--- src/hw/rtl/rsps_pkg.sv ---
package rsps_pkg;

   // Pixel FIFO
   localparam int FIFO_DEPTH = 2;
   localparam int FIFO_PTR_W = (FIFO_DEPTH > 1) ? $clog2(FIFO_DEPTH) : 1;
   localparam int FIFO_CNT_W = $clog2(FIFO_DEPTH + 1);

   // Field widths
   localparam int REG_W     = 11;
   localparam int PIXEL_W   = 32;
   localparam int ADDR_W    = 22;
   localparam int MISS_W    = 22;
   localparam int FRAME_W   = 32;
   localparam int VALID_LSB = 24;

   localparam logic [MISS_W-1:0] MISS_MAX = {MISS_W{1'b1}};

   // Configuration registers
   localparam int CSR_IDX_W = 3;
   localparam logic [CSR_IDX_W-1:0] CSR_ACTIVE_WIDTH  = 3'd0;
   localparam logic [CSR_IDX_W-1:0] CSR_TOTAL_WIDTH   = 3'd1;
   localparam logic [CSR_IDX_W-1:0] CSR_ACTIVE_HEIGHT = 3'd2;
   localparam logic [CSR_IDX_W-1:0] CSR_TOTAL_HEIGHT  = 3'd3;
   localparam logic [CSR_IDX_W-1:0] CSR_ROW_STRIDE    = 3'd4;

   localparam logic [REG_W-1:0] RST_ACTIVE_WIDTH  = 11'd640;
   localparam logic [REG_W-1:0] RST_TOTAL_WIDTH   = 11'd800;
   localparam logic [REG_W-1:0] RST_ACTIVE_HEIGHT = 11'd480;
   localparam logic [REG_W-1:0] RST_TOTAL_HEIGHT  = 11'd525;
   localparam logic [REG_W-1:0] RST_ROW_STRIDE    = 11'd640;

   // Input item kinds
   localparam logic MODE_TICK = 1'b0;
   localparam logic MODE_SEND = 1'b1;

   // Result payload, packed last field lowest
   typedef struct packed {
      logic [FRAME_W-1:0] frame_number;
      logic [MISS_W-1:0]  missed_count;
      logic [PIXEL_W-1:0] write_pixel;
      logic [ADDR_W-1:0]  write_address;
      logic               write_valid;
      logic               ready_res;
   } rsp_data_type;

   localparam int RSP_DATA_W  = $bits(rsp_data_type);
   localparam int RSP_TDATA_W = ((RSP_DATA_W + 7) / 8) * 8;

endpackage

--- src/hw/rtl/raster_scan_pixel_sink.sv ---
// Raster-timed pixel sink. Each request item is either a pixel clock tick
// (tuser 0) or a pixel offer (tuser 1, pixel word in tdata). An offer is
// pushed into a small FIFO when the ready flag left by the previous offer
// was set and bits 31:24 of the word are nonzero; the ready flag then
// becomes "FIFO below depth". A tick advances the column and line counters
// over the total frame; inside the active area it pops one pixel and emits
// a frame store write at line * row_stride + column, or counts a missed
// pixel (saturating). When the line counter reaches active_height the
// result carries tlast (frame end), the missed count before clearing and
// the bumped frame number. Every request yields exactly one response.
// Throughput is one item per clock unless rsp_tready stalls the output;
// an item passes the input register and then the response register, with
// the whole state update (an 11x11 multiply-add for the address and the
// counter compares) done in the logic between them. Write the csr_
// registers only while no item is in flight.
module raster_scan_pixel_sink (
   input  logic                                clock,
   input  logic                                reset,
   // request channel
   input  logic                                req_tvalid,
   output logic                                req_tready,
   input  logic [rsps_pkg::PIXEL_W-1:0]        req_tdata,  // pixel_value
   input  logic                                req_tuser,  // mode
   // response channel
   output logic                                rsp_tvalid,
   input  logic                                rsp_tready,
   // ready_res, write_valid, write_address, write_pixel, missed_count,
   // frame_number, zero pad
   output logic [rsps_pkg::RSP_TDATA_W-1:0]    rsp_tdata,
   output logic                                rsp_tlast,  // frame_end
   // configuration writes
   input  logic                                csr_we,
   input  logic [rsps_pkg::CSR_IDX_W-1:0]      csr_index,
   input  logic [rsps_pkg::REG_W-1:0]          csr_wdata
);
   import rsps_pkg::*;

   // Configuration
   logic [REG_W-1:0] active_width_ff, total_width_ff, active_height_ff;
   logic [REG_W-1:0] total_height_ff, row_stride_ff;

   always_ff @(posedge clock) begin
      if (reset) begin
         active_width_ff  <= RST_ACTIVE_WIDTH;
         total_width_ff   <= RST_TOTAL_WIDTH;
         active_height_ff <= RST_ACTIVE_HEIGHT;
         total_height_ff  <= RST_TOTAL_HEIGHT;
         row_stride_ff    <= RST_ROW_STRIDE;
      end else if (csr_we) begin
         unique case (csr_index)
            CSR_ACTIVE_WIDTH:  active_width_ff  <= csr_wdata;
            CSR_TOTAL_WIDTH:   total_width_ff   <= csr_wdata;
            CSR_ACTIVE_HEIGHT: active_height_ff <= csr_wdata;
            CSR_TOTAL_HEIGHT:  total_height_ff  <= csr_wdata;
            CSR_ROW_STRIDE:    row_stride_ff    <= csr_wdata;
            default: ;  // unmapped index: drop the write
         endcase
      end
   end

   // Pipeline control: input register feeds the response register; the
   // input stage moves whenever the response slot is free or being drained.
   logic               in_valid_ff;
   logic               in_mode_ff;
   logic [PIXEL_W-1:0] in_pixel_ff;
   logic               rsp_valid_ff;
   logic               advance;

   assign advance    = in_valid_ff && (!rsp_valid_ff || rsp_tready);
   assign req_tready = !in_valid_ff || advance;

   always_ff @(posedge clock) begin
      if (reset) begin
         in_valid_ff <= 1'b0;
      end else if (req_tready) begin
         in_valid_ff <= req_tvalid;
      end
   end

   always_ff @(posedge clock) begin
      if (req_tvalid && req_tready) begin
         in_mode_ff  <= req_tuser;
         in_pixel_ff <= req_tdata;
      end
   end

   // Sink state
   logic [PIXEL_W-1:0]    fifo_mem_ff [FIFO_DEPTH];
   logic [FIFO_PTR_W-1:0] head_ff;
   logic [FIFO_CNT_W-1:0] count_ff;
   logic                  ready_ff;
   logic [REG_W-1:0]      column_ff;
   logic [REG_W-1:0]      line_ff;
   logic [MISS_W-1:0]     missed_ff;
   logic [FRAME_W-1:0]    frame_ff;

   // Next-state logic
   logic                  is_send;
   logic                  push;
   logic                  pop;
   logic                  in_active;
   logic                  miss;
   logic [FIFO_PTR_W:0]   tail_sum;
   logic [FIFO_PTR_W-1:0] tail_idx;
   logic [FIFO_PTR_W-1:0] head_in;
   logic [FIFO_CNT_W-1:0] count_in;
   logic                  ready_in;
   logic [REG_W:0]        column_inc;
   logic [REG_W:0]        line_inc;
   logic                  col_wrap;
   logic                  frame_end;
   logic [REG_W-1:0]      column_in;
   logic [REG_W-1:0]      line_in;
   logic [MISS_W-1:0]     missed_run;
   logic [MISS_W-1:0]     missed_in;
   logic [FRAME_W-1:0]    frame_in;
   logic [2*REG_W:0]      addr_full;
   rsp_data_type          rsp_in;
   rsp_data_type          rsp_data_ff;
   logic                  rsp_last_ff;

   always_comb begin
      is_send   = (in_mode_ff == MODE_SEND);
      in_active = (column_ff < active_width_ff) && (line_ff < active_height_ff);

      // push only on a send that found the previous ready flag set
      push = is_send && ready_ff && (in_pixel_ff[PIXEL_W-1:VALID_LSB] != '0)
             && (count_ff < FIFO_CNT_W'(FIFO_DEPTH));
      pop  = !is_send && in_active && (count_ff != '0);
      miss = !is_send && in_active && (count_ff == '0);

      tail_sum = {1'b0, head_ff} + (FIFO_PTR_W + 1)'(count_ff);
      if (tail_sum >= (FIFO_PTR_W + 1)'(FIFO_DEPTH)) begin
         tail_sum = tail_sum - (FIFO_PTR_W + 1)'(FIFO_DEPTH);
      end
      tail_idx = tail_sum[FIFO_PTR_W-1:0];

      head_in = head_ff;
      if (pop) begin
         head_in = (head_ff == FIFO_PTR_W'(FIFO_DEPTH - 1)) ? '0 : head_ff + 1'b1;
      end
      count_in = count_ff;
      if (push) begin
         count_in = count_ff + 1'b1;
      end else if (pop) begin
         count_in = count_ff - 1'b1;
      end

      // ready is recomputed on sends only; ticks hold it
      ready_in = is_send ? (count_in < FIFO_CNT_W'(FIFO_DEPTH)) : ready_ff;

      // raster counters
      column_inc = {1'b0, column_ff} + 1'b1;
      line_inc   = {1'b0, line_ff} + 1'b1;
      col_wrap   = column_inc >= {1'b0, total_width_ff};
      frame_end  = !is_send && col_wrap && (line_inc == {1'b0, active_height_ff});

      column_in = column_ff;
      line_in   = line_ff;
      if (!is_send) begin
         column_in = col_wrap ? '0 : column_inc[REG_W-1:0];
         if (col_wrap) begin
            line_in = (line_inc >= {1'b0, total_height_ff}) ? '0 : line_inc[REG_W-1:0];
         end
      end

      // saturating miss counter; report the count before a frame-end clear
      missed_run = missed_ff;
      if (miss && (missed_ff != MISS_MAX)) begin
         missed_run = missed_ff + 1'b1;
      end
      missed_in = frame_end ? '0 : missed_run;
      frame_in  = frame_end ? frame_ff + 1'b1 : frame_ff;

      addr_full = (2*REG_W + 1)'(line_ff) * (2*REG_W + 1)'(row_stride_ff)
                  + (2*REG_W + 1)'(column_ff);

      rsp_in.ready_res     = ready_in;
      rsp_in.write_valid   = pop;
      rsp_in.write_address = pop ? addr_full[ADDR_W-1:0] : '0;
      rsp_in.write_pixel   = pop ? fifo_mem_ff[head_ff] : '0;
      rsp_in.missed_count  = missed_run;
      rsp_in.frame_number  = frame_in;
   end

   always_ff @(posedge clock) begin
      if (reset) begin
         head_ff   <= '0;
         count_ff  <= '0;
         ready_ff  <= 1'b0;
         column_ff <= '0;
         line_ff   <= '0;
         missed_ff <= '0;
         frame_ff  <= '0;
      end else if (advance) begin
         head_ff   <= head_in;
         count_ff  <= count_in;
         ready_ff  <= ready_in;
         column_ff <= column_in;
         line_ff   <= line_in;
         missed_ff <= missed_in;
         frame_ff  <= frame_in;
      end
   end

   // FIFO storage: no reset, only written entries are ever popped
   always_ff @(posedge clock) begin
      if (advance && push) begin
         fifo_mem_ff[tail_idx] <= in_pixel_ff;
      end
   end

   // Response register
   always_ff @(posedge clock) begin
      if (reset) begin
         rsp_valid_ff <= 1'b0;
      end else if (advance) begin
         rsp_valid_ff <= 1'b1;
      end else if (rsp_tready) begin
         rsp_valid_ff <= 1'b0;
      end
   end

   always_ff @(posedge clock) begin
      if (advance) begin
         rsp_data_ff <= rsp_in;
         rsp_last_ff <= frame_end;
      end
   end

   assign rsp_tvalid = rsp_valid_ff;
   assign rsp_tdata  = RSP_TDATA_W'(rsp_data_ff);
   assign rsp_tlast  = rsp_last_ff;

endmodule

--- config.mk ---
export PLATFORM = sky130hd
export DESIGN_NAME = raster_scan_pixel_sink
export DESIGN_NICKNAME = d
export VERILOG_FILES = /design/src/hw/rtl/rsps_pkg.sv /design/src/hw/rtl/raster_scan_pixel_sink.sv
export SDC_FILE = /design/constraint.sdc
export NUM_CORES = 1
export LEC_CHECK = 0
export BUFFER_PORTS_ARGS = -buffer_cell sky130_fd_sc_hd__buf_2
export CAP_MARGIN = 40
export CORE_MARGIN = 5
export CORE_UTILIZATION = 60
export DETAILED_ROUTE_END_ITERATION = 16
export PLACE_DENSITY = 0.76
export SLEW_MARGIN = 20
export SYNTH_ARGS = -nofsm -noshare
export SYNTH_HDL_FRONTEND = slang
export SYNTH_SLANG_ARGS = --single-unit
--- constraint.sdc ---
create_clock -name clock -period 12.9 [get_ports clock]
set_input_delay 1.29 -clock clock [delete_from_list [all_inputs] [get_ports clock]]
set_output_delay 1.29 -clock clock [all_outputs]
set_load 0.02 [all_outputs]
Word-level counts from Yosys, hierarchy flattened
Memories as Yosys holds them, arrays and structs flattened. A register that Yosys moved wholly into a read port is not among the register bits.
Index checks and enable logic that the tools add are counted.
Storage, ports and cells
  register bits after elaboration: 249
  memory bits (writable): 64
  output and inout bits: 115
  memories kept: 1
Operators by class
  $add $sub $neg: 10
  $mul: 1
  $lt $le $gt $ge: 7
  eq/ne operators: 6
  multiplexer cells: 14
  bitwise gates (word level): 1
  reductions and logical operators: 32
Memories
  fifo_mem_ff: words 2, width 32, rd ports 1, clocked after Yosys merged registers in 1, wr ports 1, RTL line raster_scan_pixel_sink.sv:88  | logic [PIXEL_W-1:0] fifo_mem_ff [FIFO_DEPTH];
Operator list (count)
  2-to-1 mux 22 bit: 2
  adder 32 x 1 -> 32 bit (second input constant): 1
  2-to-1 mux 32 bit: 1
  adder 11 x 1 -> 12 bit (second input constant): 2
  greater-or-equal comparator 12 x 11 -> 1 bit: 2
  adder 22 x 1 -> 22 bit (second input constant): 1
  adder 22 x 11 -> 22 bit: 1
  less-than comparator 11 bit: 2
  multiplier 11 x 11 -> 22 bit: 1
  2-to-1 mux 11 bit: 2
  != test 22 bit (second input constant): 1
  AND reduction 2 bit: 7
  logical AND 1 bit: 13
  == test 12 x 11 -> 1 bit: 1
  nonzero test 8 bit: 1
  2-to-1 mux 1 bit: 7
  == test 3 x 2 -> 1 bit (second input constant): 2
  logical NOT 1 bit: 4
  less-than comparator 2 bit (second input constant): 2
  2-to-1 mux 2 bit: 2
  nonzero test 2 bit: 2
  == test 3 x 1 -> 1 bit (second input constant): 1
  == test 3 bit (second input constant): 1
  logical NOT 3 bit: 1
  10 further kinds: 11

Depth between registers and ports, before layout
Gate-level depths: netlist (run 1).
  word-level depth: 8
  gate-level depth with buffers: 22

Worst setup path before layout (run 1)
OpenSTA, ideal clock, no wires.
  kind: input-to-reg
  start point: input rsp_tready
  end point: memory fifo_mem_ff[0][0] (enable)
  arrival time: 6.124 ns
  required time: 12.508 ns
  slack: 6.384 ns
  cell stages on the path: 5
  path buffers: 1
  cells stage by stage: nor2b_1 > nand2b_1 > inv_1 > clkbuf_1 > and3_1
Between the ends
  longest elaborated chain between the ends: 5
RTL lines
  start, declared: RTL line raster_scan_pixel_sink.sv:26  | input logic rsp_tready,
  logical OR 1 bit: RTL line raster_scan_pixel_sink.sv:69  | assign advance = in_valid_ff && (!rsp_valid_ff || rsp_tready);
  logical AND 1 bit: RTL line raster_scan_pixel_sink.sv:69
  via advance: RTL line raster_scan_pixel_sink.sv:67  | logic advance;
  logical AND 1 bit: RTL line raster_scan_pixel_sink.sv:208  | if (advance && push) begin
  2-to-1 mux 1 bit: RTL line raster_scan_pixel_sink.sv:208
  2-to-1 mux 1 bit (not written as such): RTL line raster_scan_pixel_sink.sv:209  | fifo_mem_ff[tail_idx] <= in_pixel_ff;
  end, declared: RTL line raster_scan_pixel_sink.sv:88
The timed path passes the listed nets, and every way through them passes these cells.

Final worst setup path (run 1)
  start point: register line_ff[4]
  end point: register rsp_data_ff, in the netlist rsp_tdata[20], data pin
Between the ends
  longest elaborated chain between the ends: 4
  elaborated cells on any way between the ends: 6
RTL lines
  start, declared: RTL line raster_scan_pixel_sink.sv:93  | logic [REG_W-1:0] line_ff;
  start signal, assigned: RTL line raster_scan_pixel_sink.sv:200  | line_ff <= line_in;
  branches (longest 4 deep; another with multiplier 11 x 11 -> 22 bit)
  end signal, assigned: RTL line raster_scan_pixel_sink.sv:226  | rsp_data_ff <= rsp_in;
  end, declared: RTL line raster_scan_pixel_sink.sv:119  | rsp_data_type rsp_data_ff;
Parallel ways; which one is timed is not known.
A chain may end at the register's enable or synchronous reset.

==> impl_metrics.toml, run 1 <==
[critical_path]
crit_family = "adder cells"
critPathMaxFanout = 23
r2r_slack_ns = 7.11
r2r_cells = 16
r2r_start = "line_ff[4]"
start_kind = "register"
crit_required_ns = 13.25
crit_chain = "and2_1 > fa_1 > fa_1 > fa_1 > fa_1 > inv_1 > fa_1 > inv_1 > ha_1 > a21oi_1 > nor2b_1 > o211ai_1 > and3_1 > o21ai_0 > a311oi_1 > mux2i_1"
arrival_ns = 6.14
setup.worst_path.start = "line_ff[4]"
cp_common_cell = "fa_1"
cpPeakStageDelay_ns = 0.88
cp-endpoint = "rsp_tdata[20]"
cp-end-kind = "register"
cp.depth = 16
crit_slowest_cell = "dfxtp_1"
worstSetupPathType = "reg2reg"
path_buf_inv = 2
r2r-end = "rsp_tdata[20]"

[clocking]
ctsResizeCount = 0
numCtsBuffers = 38
cts_setup_buffers = 0
insertion_delay_ns = 0.53
cts_sinks = 345
root_buffer = "clkbuf_16"
cts_tree = "built"
clk_pin_slew_worst_paths_ns = 0.07
htree_levels = 2
hold_buffers = 0
clockBufferDepth = 3

[global_routing]
grtUsageMet2_pct = 42.4
grtUsageMet1_pct = 36.0
grt_antenna_before_repair = 4
grt_pass1_wl_mm = 77.2
use_met3_pct = 3.80
track_usage_pct = 25.6
grt_pass1_vias = 14800
top_usage_layer = "met2"
grt-ovfl-total = 0
grt_max_degree = 80

[timing]
worst_pin_slew_ns = 0.851
min_period_ns = 5.79
finalSetupViolCount = 0
fin_crit_sh_pct = 44.9
maxSlewViolCount = 0
fin_ws_ns = 7.11
hold_slack_ns = 0.445
slew_headroom_pct = 43.2
fmaxAchievable_mhz = 173
skew_ns = 0.0190
fin_tns_setup_ns = 0
hold_viol = 0
rsz0062_at_grt = "false"

[power_and_ir_drop]
totalPowerFinal_w = 0.00245
irDropWorstVdd_uv = 95.3
power_density_nw_per_um2 = 109
p_leak_nw = 9.16

[floorplan]
die-area_um2 = 37300
die_w_um = 193
ios = 167
start_util_pct = 60.3
die_y_um = 193
core-area_um2 = 33400
core.rowCount = 67

[placed_design]
io_buffers = 164
dp.cells = 2532
gp_congestion = 0.907
dpl.hpwl_mm = 32.5
place_ws_ns = 7.13

[yosys]
ys_seq_elements = 345
ys_types = 72
ys.flop_type = "edfxtp_1"
synthesis.area_um2 = 20100
syn_avg_cell_area_um2 = 9.98
seq_area_frac_synth_pct = 44.6
ys_async_sr_fraction_pct = 0
synthCells = 2017
yosysWarnings = 0
synth_edf_count = 208

[detailed_routing]
dr.pass1.iters = 5
vias = 15100
wl_per_cell_um = 18.2
first_iter_violations = 1054
drc = 0
ant_nets = 0
wl_mm = 47.4
vias_per_cell = 5.80

[layout]
drive_gt1_share_pct = 13.0
fin_nets = 2379
fillCellCount = 2612
syn_to_final_growth_pct = 12.2
final_cells = 2607

[worst_hold_path]
hold_path.class = "reg2reg"

[outcome]
outcome = "completed"

[run]
cap_viol_max_count = 0
-- report_power, final --
group	total (W)	internal (W)	switching (W)
combinational	0.000126	0.0000365	0.0000891
clock	0.00111	0.000669	0.000443
sequential	0.00121	0.00120	0.0000165
total	0.00245	0.00190	0.000549
-- cells in the final DEF, fill, tap and decap left out, drive strengths merged, types with 51 or more instances in the layout --
cell type / instances
buf: 185
nand3: 67
and2: 61
inv: 205
dfxtp: 137
edfxtp: 208
fa: 91
nor2: 128
a21oi: 98
xor2: 51
nand2: 242
ha: 108
-- per-stage QoR --
step                cell area, um^2  util [%]
floorplan                     20100         -
global route                  22600      67.7
global placement              21200      63.5
detailed placement            21200      63.7
finish                        22600      67.7
CTS                           22500      67.5
-- worst register-to-register path, delay by kind of cell, from the launching register on --
kind | cells | cell delay (ns)
AO/OA/AOI/OAI | 4 | 0.91
adder cells (fa/ha/maj) | 6 | 2.97
flip-flops | 1 | 0.88
multiplexers | 1 | 0.26
buffers and inverters | 2 | 0.10
AND/OR/NAND/NOR | 3 | 0.49
-- sequential cells by signal (all words and copies together), names as in the netlist, 2 cells and up --
register          flops
rsp_tdata           110
fifo_mem_ff          64
frame_ff             32
in_pixel_ff          32
missed_ff            22
active_height_ff     11
active_width_ff      11
column_ff            11
line_ff              11
row_stride_ff        11
total_height_ff      11
total_width_ff       11
count_ff              2
-- how the worst min path moves through the flow --
| stage | from | cells after the start | slack (ns) | endpoint |
|---|---|---|---|---|
| 2_1_floorplan | in_pixel_ff[0] | 0 | 0.42 | fifo_mem_ff[0][0] |
| 3_3_place_gp | in_pixel_ff[18] | 0 | 0.42 | fifo_mem_ff[0][18] |
| 3_5_place_dp | in_pixel_ff[16] | 0 | 0.43 | fifo_mem_ff[1][16] |
| 4_1_cts | in_pixel_ff[22] | 0 | 0.45 | fifo_mem_ff[1][22] |
| 5_1_grt | in_pixel_ff[18] | 0 | 0.46 | fifo_mem_ff[0][18] |
| 6_report | in_pixel_ff[8] | 0 | 0.44 | fifo_mem_ff[1][8] |
-- final cells by class --
class	count	area [um^2]	share of cell area, %
Antenna cell	2	5.00	0.0221
Inverter	205	772	3.42
Multi-Input combinational cell	1353	9940	44.0
Tap cell	448	561	2.48
Clock buffer	45	1020	4.51
Sequential cell	345	8990	39.8
Timing Repair Buffer	185	1030	4.57
Clock inverter	24	274	1.21
-- metal layers --
metal | up-vias | share of wire [%] | wire length [um]
met2 | 491 | 48 | 22700
met1 | 7343 | 43 | 20600
li1 | 7216 | - | -
met4 | 4 | 2.0 | 964
met3 | 72 | 6.7 | 3190
met5 | - | 0.055 | 26
-- cells in the mapped netlist, types with 11 or more instances --
library cell / instances / area (um^2)
nand2_1: 242 / 908
edfxtp_1: 208 / 6250
inv_1: 202 / 758
dfxtp_1: 137 / 2740
nor2_1: 128 / 480
ha_1: 108 / 1350
a21oi_1: 98 / 490
fa_1: 91 / 1820
clkbuf_1: 88 / 330
nand3_1: 67 / 335
and2_1: 61 / 382
xor2_1: 51 / 447
nand4_1: 44 / 275
xnor2_1: 43 / 377
nor3_1: 39 / 195
mux2i_1: 36 / 360
o21ai_0: 34 / 170
nor4_1: 27 / 169
and3_1: 26 / 163
nor2b_1: 22 / 138
o31ai_1: 22 / 165
a31oi_1: 21 / 131
or4_1: 21 / 158
o211ai_1: 19 / 143
nand2b_1: 17 / 106
buf_2: 15 / 75.1
mux2_2: 12 / 135
a21o_1: 11 / 82.6
or3_1: 11 / 68.8
-- cells by family after synthesis --
group | count (synthesis) | synth area share (%)
AO/OA/AOI/OAI | 278 | 8.99
XOR/XNOR | 95 | 4.20
adder cells (fa/ha/maj) | 199 | 15.8
buffers and inverters | 320 | 6.14
flip-flops | 345 | 44.6
multiplexers | 48 | 2.46
other | 1 | 0.0186
AND/OR/NAND/NOR | 731 | 17.8
Power figures use the tool's default switching activity.
==> run 2: changes to the inputs <==
--- a/config.mk
+++ b/config.mk
@@ -8,9 +8,9 @@
 export BUFFER_PORTS_ARGS = -buffer_cell sky130_fd_sc_hd__buf_2
 export CAP_MARGIN = 40
 export CORE_MARGIN = 5
-export CORE_UTILIZATION = 60
+export CORE_UTILIZATION = 55
 export DETAILED_ROUTE_END_ITERATION = 16
-export PLACE_DENSITY = 0.76
+export PLACE_DENSITY = 0.73
 export SLEW_MARGIN = 20
 export SYNTH_ARGS = -nofsm -noshare
 export SYNTH_HDL_FRONTEND = slang
==> constraint.sdc (replaced) <==
create_clock -name clock -period 4.8 [get_ports clock]
set_input_delay 0.48 -clock clock [delete_from_list [all_inputs] [get_ports clock]]
set_output_delay 0.48 -clock clock [all_outputs]
set_load 0.02 [all_outputs]
==> run 2 against run 1 <==
  * Maximum frequency grew 21%
  * Non-clock buffer count grew 79
  * Register-to-register slack lost 7.1 ns
  * First-iteration DRC count fell by 14%
  * Die area grew 8.6%
  * Combinational power grew to 2.8 times the previous value
  * Clock power up 150%
  * Routed wire length grew 1.3%
  * Final cell count up 3.9%
  * Hold slack worse by 0.32 ns
  * Sequential power grew to 2.7 times the previous value
  * Setup slack worse by 7.1 ns
  * Largest power group unchanged
==> impl_metrics.toml, run 2 (synthesis results as in run 1) <==
[global_routing]
grt_antenna_before_repair = 4
grt_max_degree = 89
grt-ovfl-total = 0
grt_pass1_wl_mm = 77.4
grt_pass1_vias = 15000
track_usage_pct = 23.0

[layout]
fin_nets = 2458
fillCellCount = 2897
multi_input_area_um2 = 10200
largest_reg_flops = 110
final_util_pct = 64.6
seqCellArea_um2 = 9050
final_cells = 2709
final_common_cell = "nand2_1"
drive_gt1_share_pct = 19.2
syn_to_final_growth_pct = 16.7
final_cell_mix = "235 x nand2_1, 208 x edfxtp_1, 191 x inv_1"

[placed_design]
gp_congestion = 0.909
dp.cells = 2610
place_ws_ns = -0.133
io_buffers = 164
dpl.hpwl_mm = 34.2

[clocking]
htree_levels = 2
clockBufferDepth = 3
root_buffer = "clkbuf_16"
numCtsBuffers = 38
cts_tree = "built"
clk_pin_slew_worst_paths_ns = 0.06
hold_buffers = 0
insertion_delay_ns = 0.54
cts_sinks = 345

[timing]
slew_headroom_pct = 47.6
fmaxAchievable_mhz = 208
fin_crit_sh_pct = 100
rsz0062_at_grt = "true"
finalSetupViolCount = 0
skew_ns = 0.0113
hold_viol = 0
min_period_ns = 4.80
fin_ws_ns = 0.00235
worst_pin_slew_ns = 0.786
maxSlewViolCount = 0

[critical_path]
crit_chain = "buf_4 > and2_4 > fa_1 > fa_1 > fa_1 > fa_1 > inv_2 > fa_1 > inv_2 > ha_4 > a21oi_2 > nor2b_1 > o211ai_1 > and3_1 > o21ai_4 > a311oi_2 > mux2i_1"
worstSetupPathType = "reg2reg"
cp.depth = 17
start_kind = "register"
cp-end-kind = "register"
setup.worst_path.start = "line_ff[3]"
cp-endpoint = "rsp_tdata[20]"
crit_family = "adder cells"
r2r_slack_ns = 0.002
r2r_cells = 17
r2r-end = "rsp_tdata[20]"
cp_common_cell = "fa_1"
critPathMaxFanout = 6
cpPeakStageDelay_ns = 0.56
crit_slowest_cell = "fa_1"
arrival_ns = 5.07
r2r_start = "line_ff[3]"
path_buf_inv = 3
crit_required_ns = 5.08

[floorplan]
core-area_um2 = 36300
ios = 167
core.rowCount = 70
die_w_um = 201
die_y_um = 201
start_util_pct = 55.4
die-area_um2 = 40500

[detailed_routing]
drc = 0
vias_per_cell = 5.66
wl_mm = 48.0
dr.pass1.iters = 6
first_iter_violations = 905
wl_per_cell_um = 17.7
ant_nets = 0
vias = 15300

[outcome]
outcome = "completed"

[power_and_ir_drop]
irDropWorstVdd_uv = 243
totalPowerFinal_w = 0.00635
power_density_nw_per_um2 = 270
p_leak_nw = 9.53

[run]
cap_viol_max_count = 0

[worst_hold_path]
hold-path-cell-count = 1
hold_path.class = "in2reg"
run 2: cell types whose count changed in the layout (fill, tap and decap cells not counted), moves of 5 or more:
cell     delta
a21oi_1     -7
buf_4      +73
buf_6       +5
dfxtp_1    -19
dfxtp_4    +15
ha_1       -10
ha_4        +8
inv_1      -10
inv_2      +10
nand2_1     -7
nand2_2     +7
o21ai_0     -6
run 2: cell type report:
| class | count | share of cell area [%] |
|---|---|---|
| antenna | 4 | 0.0426 |
| clock buffer | 48 | 4.35 |
| clock inverter | 22 | 0.666 |
| inverter | 205 | 3.29 |
| multi-input combinational | 1353 | 43.5 |
| sequential | 345 | 38.5 |
| tap | 468 | 2.49 |
| timing repair buffer | 264 | 7.11 |
run 2: where the power goes:
group	internal [W]	leakage (nW)	switching, W	total [W]
Sequential	0.00321	3.04	0.0000376	0.00325
Combinational	0.000104	5.91	0.000244	0.000348
Clock	0.00158	0.584	0.00118	0.00275
Total	0.00489	9.53	0.00146	0.00635
run 2: worst reg2reg max path, cell delays in order, from the launching register on:
cell      delay [ns]
dfxtp_4         0.37
buf_4           0.15
and2_4          0.13
fa_1            0.56
fa_1            0.45
fa_1            0.51
fa_1            0.52
inv_2           0.05
fa_1            0.51
inv_2           0.05
ha_4            0.21
a21oi_2         0.11
nor2b_1         0.06
o211ai_1        0.16
and3_1          0.22
o21ai_4         0.09
a311oi_2        0.30
mux2i_1         0.10
run 2: per-stage QoR:
stage	area [um^2]	hold slack [ns]	TNS [ns]
final	23500	0.121	0
after global routing	23500	0.0957	-0.367
after CTS	23100	0.0889	0
after detailed placement	21800	0.430	-0.509
after global placement	21800	0.422	-0.0185
after floorplan	20400	0.421	-0.0220
run 2: layer usage:
metal	up-vias	routed length (um)	GRT usage [%]
met5	-	0	0
met3	86	2920	3.80
met4	0	1380	7.47
li1	7373	-	-
met2	460	22600	37.6
met1	7404	21200	31.6
run 2: how the worst min path moves through the flow:
stage / startpoint / to / slack (ns)
floorplan: in_pixel_ff[0] / fifo_mem_ff[0][0] / 0.42
finish: req_tdata[2] / in_pixel_ff[2] / 0.12
global route: req_tdata[26] / in_pixel_ff[26] / 0.1
global placement: in_pixel_ff[23] / fifo_mem_ff[0][23] / 0.42
CTS: req_tdata[26] / in_pixel_ff[26] / 0.09
detailed placement: in_pixel_ff[3] / fifo_mem_ff[1][3] / 0.43
run 2: repair_timing:
item | CTS | global route
resized for setup | 18 | 75
setup endpoints to repair | 7 | 64
buffers inserted | 7 | 16
pin swaps | 4 | 40
cloned | 0 | 0
==> run 3: changes to the inputs <==
--- a/config.mk
+++ b/config.mk
@@ -7,10 +7,13 @@
 export LEC_CHECK = 0
 export BUFFER_PORTS_ARGS = -buffer_cell sky130_fd_sc_hd__buf_2
 export CAP_MARGIN = 40
+export CELL_PAD_IN_SITES_DETAIL_PLACEMENT = 0
+export CELL_PAD_IN_SITES_GLOBAL_PLACEMENT = 1
 export CORE_MARGIN = 5
-export CORE_UTILIZATION = 55
+export CORE_UTILIZATION = 43
 export DETAILED_ROUTE_END_ITERATION = 16
 export PLACE_DENSITY = 0.73
+export SETUP_SLACK_MARGIN = 0.3
 export SLEW_MARGIN = 20
 export SYNTH_ARGS = -nofsm -noshare
 export SYNTH_HDL_FRONTEND = slang
==> run 3 against run 2 <==
  * Maximum frequency rose by 2.3%
  * Largest power group unchanged
  * Register-to-register slack improved by 0.11 ns
  * Total power rose by 5.8%
  * Combinational power grew 1%
  * Setup slack gained 0.11 ns
  * First-iteration DRC count down 13%
  * Die area is 26% higher
  * Largest cell class unchanged
  * Sequential cell count unchanged
==> impl_metrics.toml, run 3 (synthesis results as in run 1) <==
[outcome]
outcome = "completed"

[timing]
fin_crit_sh_pct = 97.7
finalSetupViolCount = 0
slew_headroom_pct = 56.7
hold_slack_ns = 0.0881
hold_viol = 0
maxSlewViolCount = 0
min_period_ns = 4.69
fin_ws_ns = 0.112
fmaxAchievable_mhz = 213
rsz0062_at_grt = "true"
worst_pin_slew_ns = 0.650
skew_ns = 0.0325

[detailed_routing]
vias_per_cell = 5.29
drc = 0
wl_per_cell_um = 17.5
wl_mm = 50.3
first_iter_violations = 786
ant_nets = 0
vias = 15200
dr.pass1.iters = 5

[clocking]
root_buffer = "clkbuf_16"
clockBufferDepth = 3
insertion_delay_ns = 0.56
cts_tree = "built"
numCtsBuffers = 40
cts_sinks = 345
hold_buffers = 0
htree_levels = 2
clk_pin_slew_worst_paths_ns = 0.06

[layout]
final_cell_mix = "229 x nand2_1, 208 x edfxtp_1, 187 x inv_1"
largest_reg_flops = 110
final_common_cell = "nand2_1"
fin_nets = 2472
drive_gt1_share_pct = 21.0
final_cells = 2868
syn_to_final_growth_pct = 20.1

[critical_path]
start_kind = "register"
r2r-end = "rsp_tdata[22]"
critPathMaxFanout = 7
r2r_cells = 17
crit_required_ns = 5.09
cp-end-kind = "register"
worstSetupPathType = "reg2reg"
arrival_ns = 4.97
r2r_start = "line_ff[6]"
r2r_slack_ns = 0.11

[worst_hold_path]
worstHoldEndpoint = "in_pixel_ff[25]"
min_from = "req_tdata[25]"
hold-path-cell-count = 1
hold_path.class = "in2reg"

[placed_design]
place_ws_ns = -0.0985
dp.cells = 2747
io_buffers = 164
dpl.hpwl_mm = 35.5
gp_congestion = 0.895

[power_and_ir_drop]
power_density_nw_per_um2 = 278
seq_power_share_pct = 48.4
combPwrFrac_pct = 5.2
irDropWorstVdd_uv = 263
power.switching_w = 0.00153
power_frac_clock_pct = 46.4
p_leak_nw = 9.75
totalPowerFinal_w = 0.00671
switching_share_pct = 22.8
internal-power_w = 0.00518

[global_routing]
grt_pass1_vias = 15000
grt_max_degree = 81
grt-ovfl-total = 0
use_met3_pct = 3.90
grt_pass1_wl_mm = 80.3
top_usage_layer = "met2"
grt_antenna_before_repair = 12
grtUsageMet1_pct = 25.7
grtUsageMet2_pct = 32.4
track_usage_pct = 19.3

[floorplan]
ios = 167
start_util_pct = 43.3
core-area_um2 = 46500
core.rowCount = 79
die_w_um = 226
die_y_um = 226
die-area_um2 = 51200

[run]
cap_viol_max_count = 0
run 3: changes by cell type in the layout (fill, tap and decap cells not counted), sizes merged:
cell / change
diode: +4
clkinv: -4
inv: -2
clkinvlp: -1
buf: +12
bufinv: +2
clkbuf: +9
run 3: how the worst max path moves through the flow:
| stage | from | endpoint | slack (ns) | depth (start not counted) |
|---|---|---|---|---|
| CTS | line_ff[2] | rsp_tdata[23] | 0.09 | 16 |
| finish | line_ff[6] | rsp_tdata[22] | 0.11 | 17 |
| global route | line_ff[6] | rsp_tdata[20] | -0.1 | 17 |
| detailed placement | row_stride_ff[4] | rsp_tdata[23] | -0.1 | 16 |
| global placement | row_stride_ff[4] | rsp_tdata[23] | -0.02 | 16 |
| floorplan | line_ff[6] | rsp_tdata[20] | -0.03 | 19 |
run 3: what timing repair did:
item | in CTS | in global routing
pin swaps | 56 | 53
endpoints found under the setup margin | 16 | 26
gates resized for setup | 73 | 53
endpoints found under the hold margin | 0 | 0
gates cloned | 0 | 0
buffers inserted | 27 | 11
run 3: per-layer routing:
metal  vias up  share of wire (%)  wire, um
li1       7421                  -         -
met1      7350                 45     22900
met2       307                 47     23800
met3        86                4.7      2350
met4         6                2.4      1210
met5         -              0.082        41
run 3: cell type report:
type | count | area, um^2
antenna | 8 | 20.0
clock buffer | 57 | 1170
clock inverter | 17 | 194
fill | 4205 | 22300
inverter | 205 | 774
multi-input combinational | 1353 | 10400
sequential | 345 | 9060
tap | 607 | 759
timing repair buffer | 276 | 1830
run 3: power groups by stage:
stage / Combinational [W] / Sequential (W) / Clock, W
2_1_floorplan: 0.000154 / 0.00337 / 0
3_3_place_gp: 0.000342 / 0.00331 / 0
3_5_place_dp: 0.000350 / 0.00332 / 0
4_1_cts: 0.000353 / 0.00325 / 0.00320
5_1_grt: 0.000385 / 0.00325 / 0.00332
6_report: 0.000352 / 0.00325 / 0.00311
run 3: critical path, cell delays in order (launching register included):
cell and delay (ns):
dfxtp_4 0.36, buf_6 0.12, and2_4 0.13, fa_1 0.47, fa_1 0.58, fa_1 0.43
fa_1 0.50, inv_2 0.04, fa_1 0.51, inv_2 0.04, ha_4 0.26, buf_4 0.10
buf_6 0.12, nand4_1 0.16, o21ai_4 0.24, buf_6 0.13, a41oi_2 0.09, mux2i_1 0.14
run 3: through the flow:
stage | instance area [um^2] | utilization [%] | setup TNS, ns
final | 24200 | 52.0 | 0
after global routing | 24200 | 52.0 | -0.132
after CTS | 23800 | 51.3 | 0
after detailed placement | 22000 | 47.4 | -0.158
after global placement | 22000 | 47.3 | -0.0218
after floorplan | 20500 | - | -0.0294
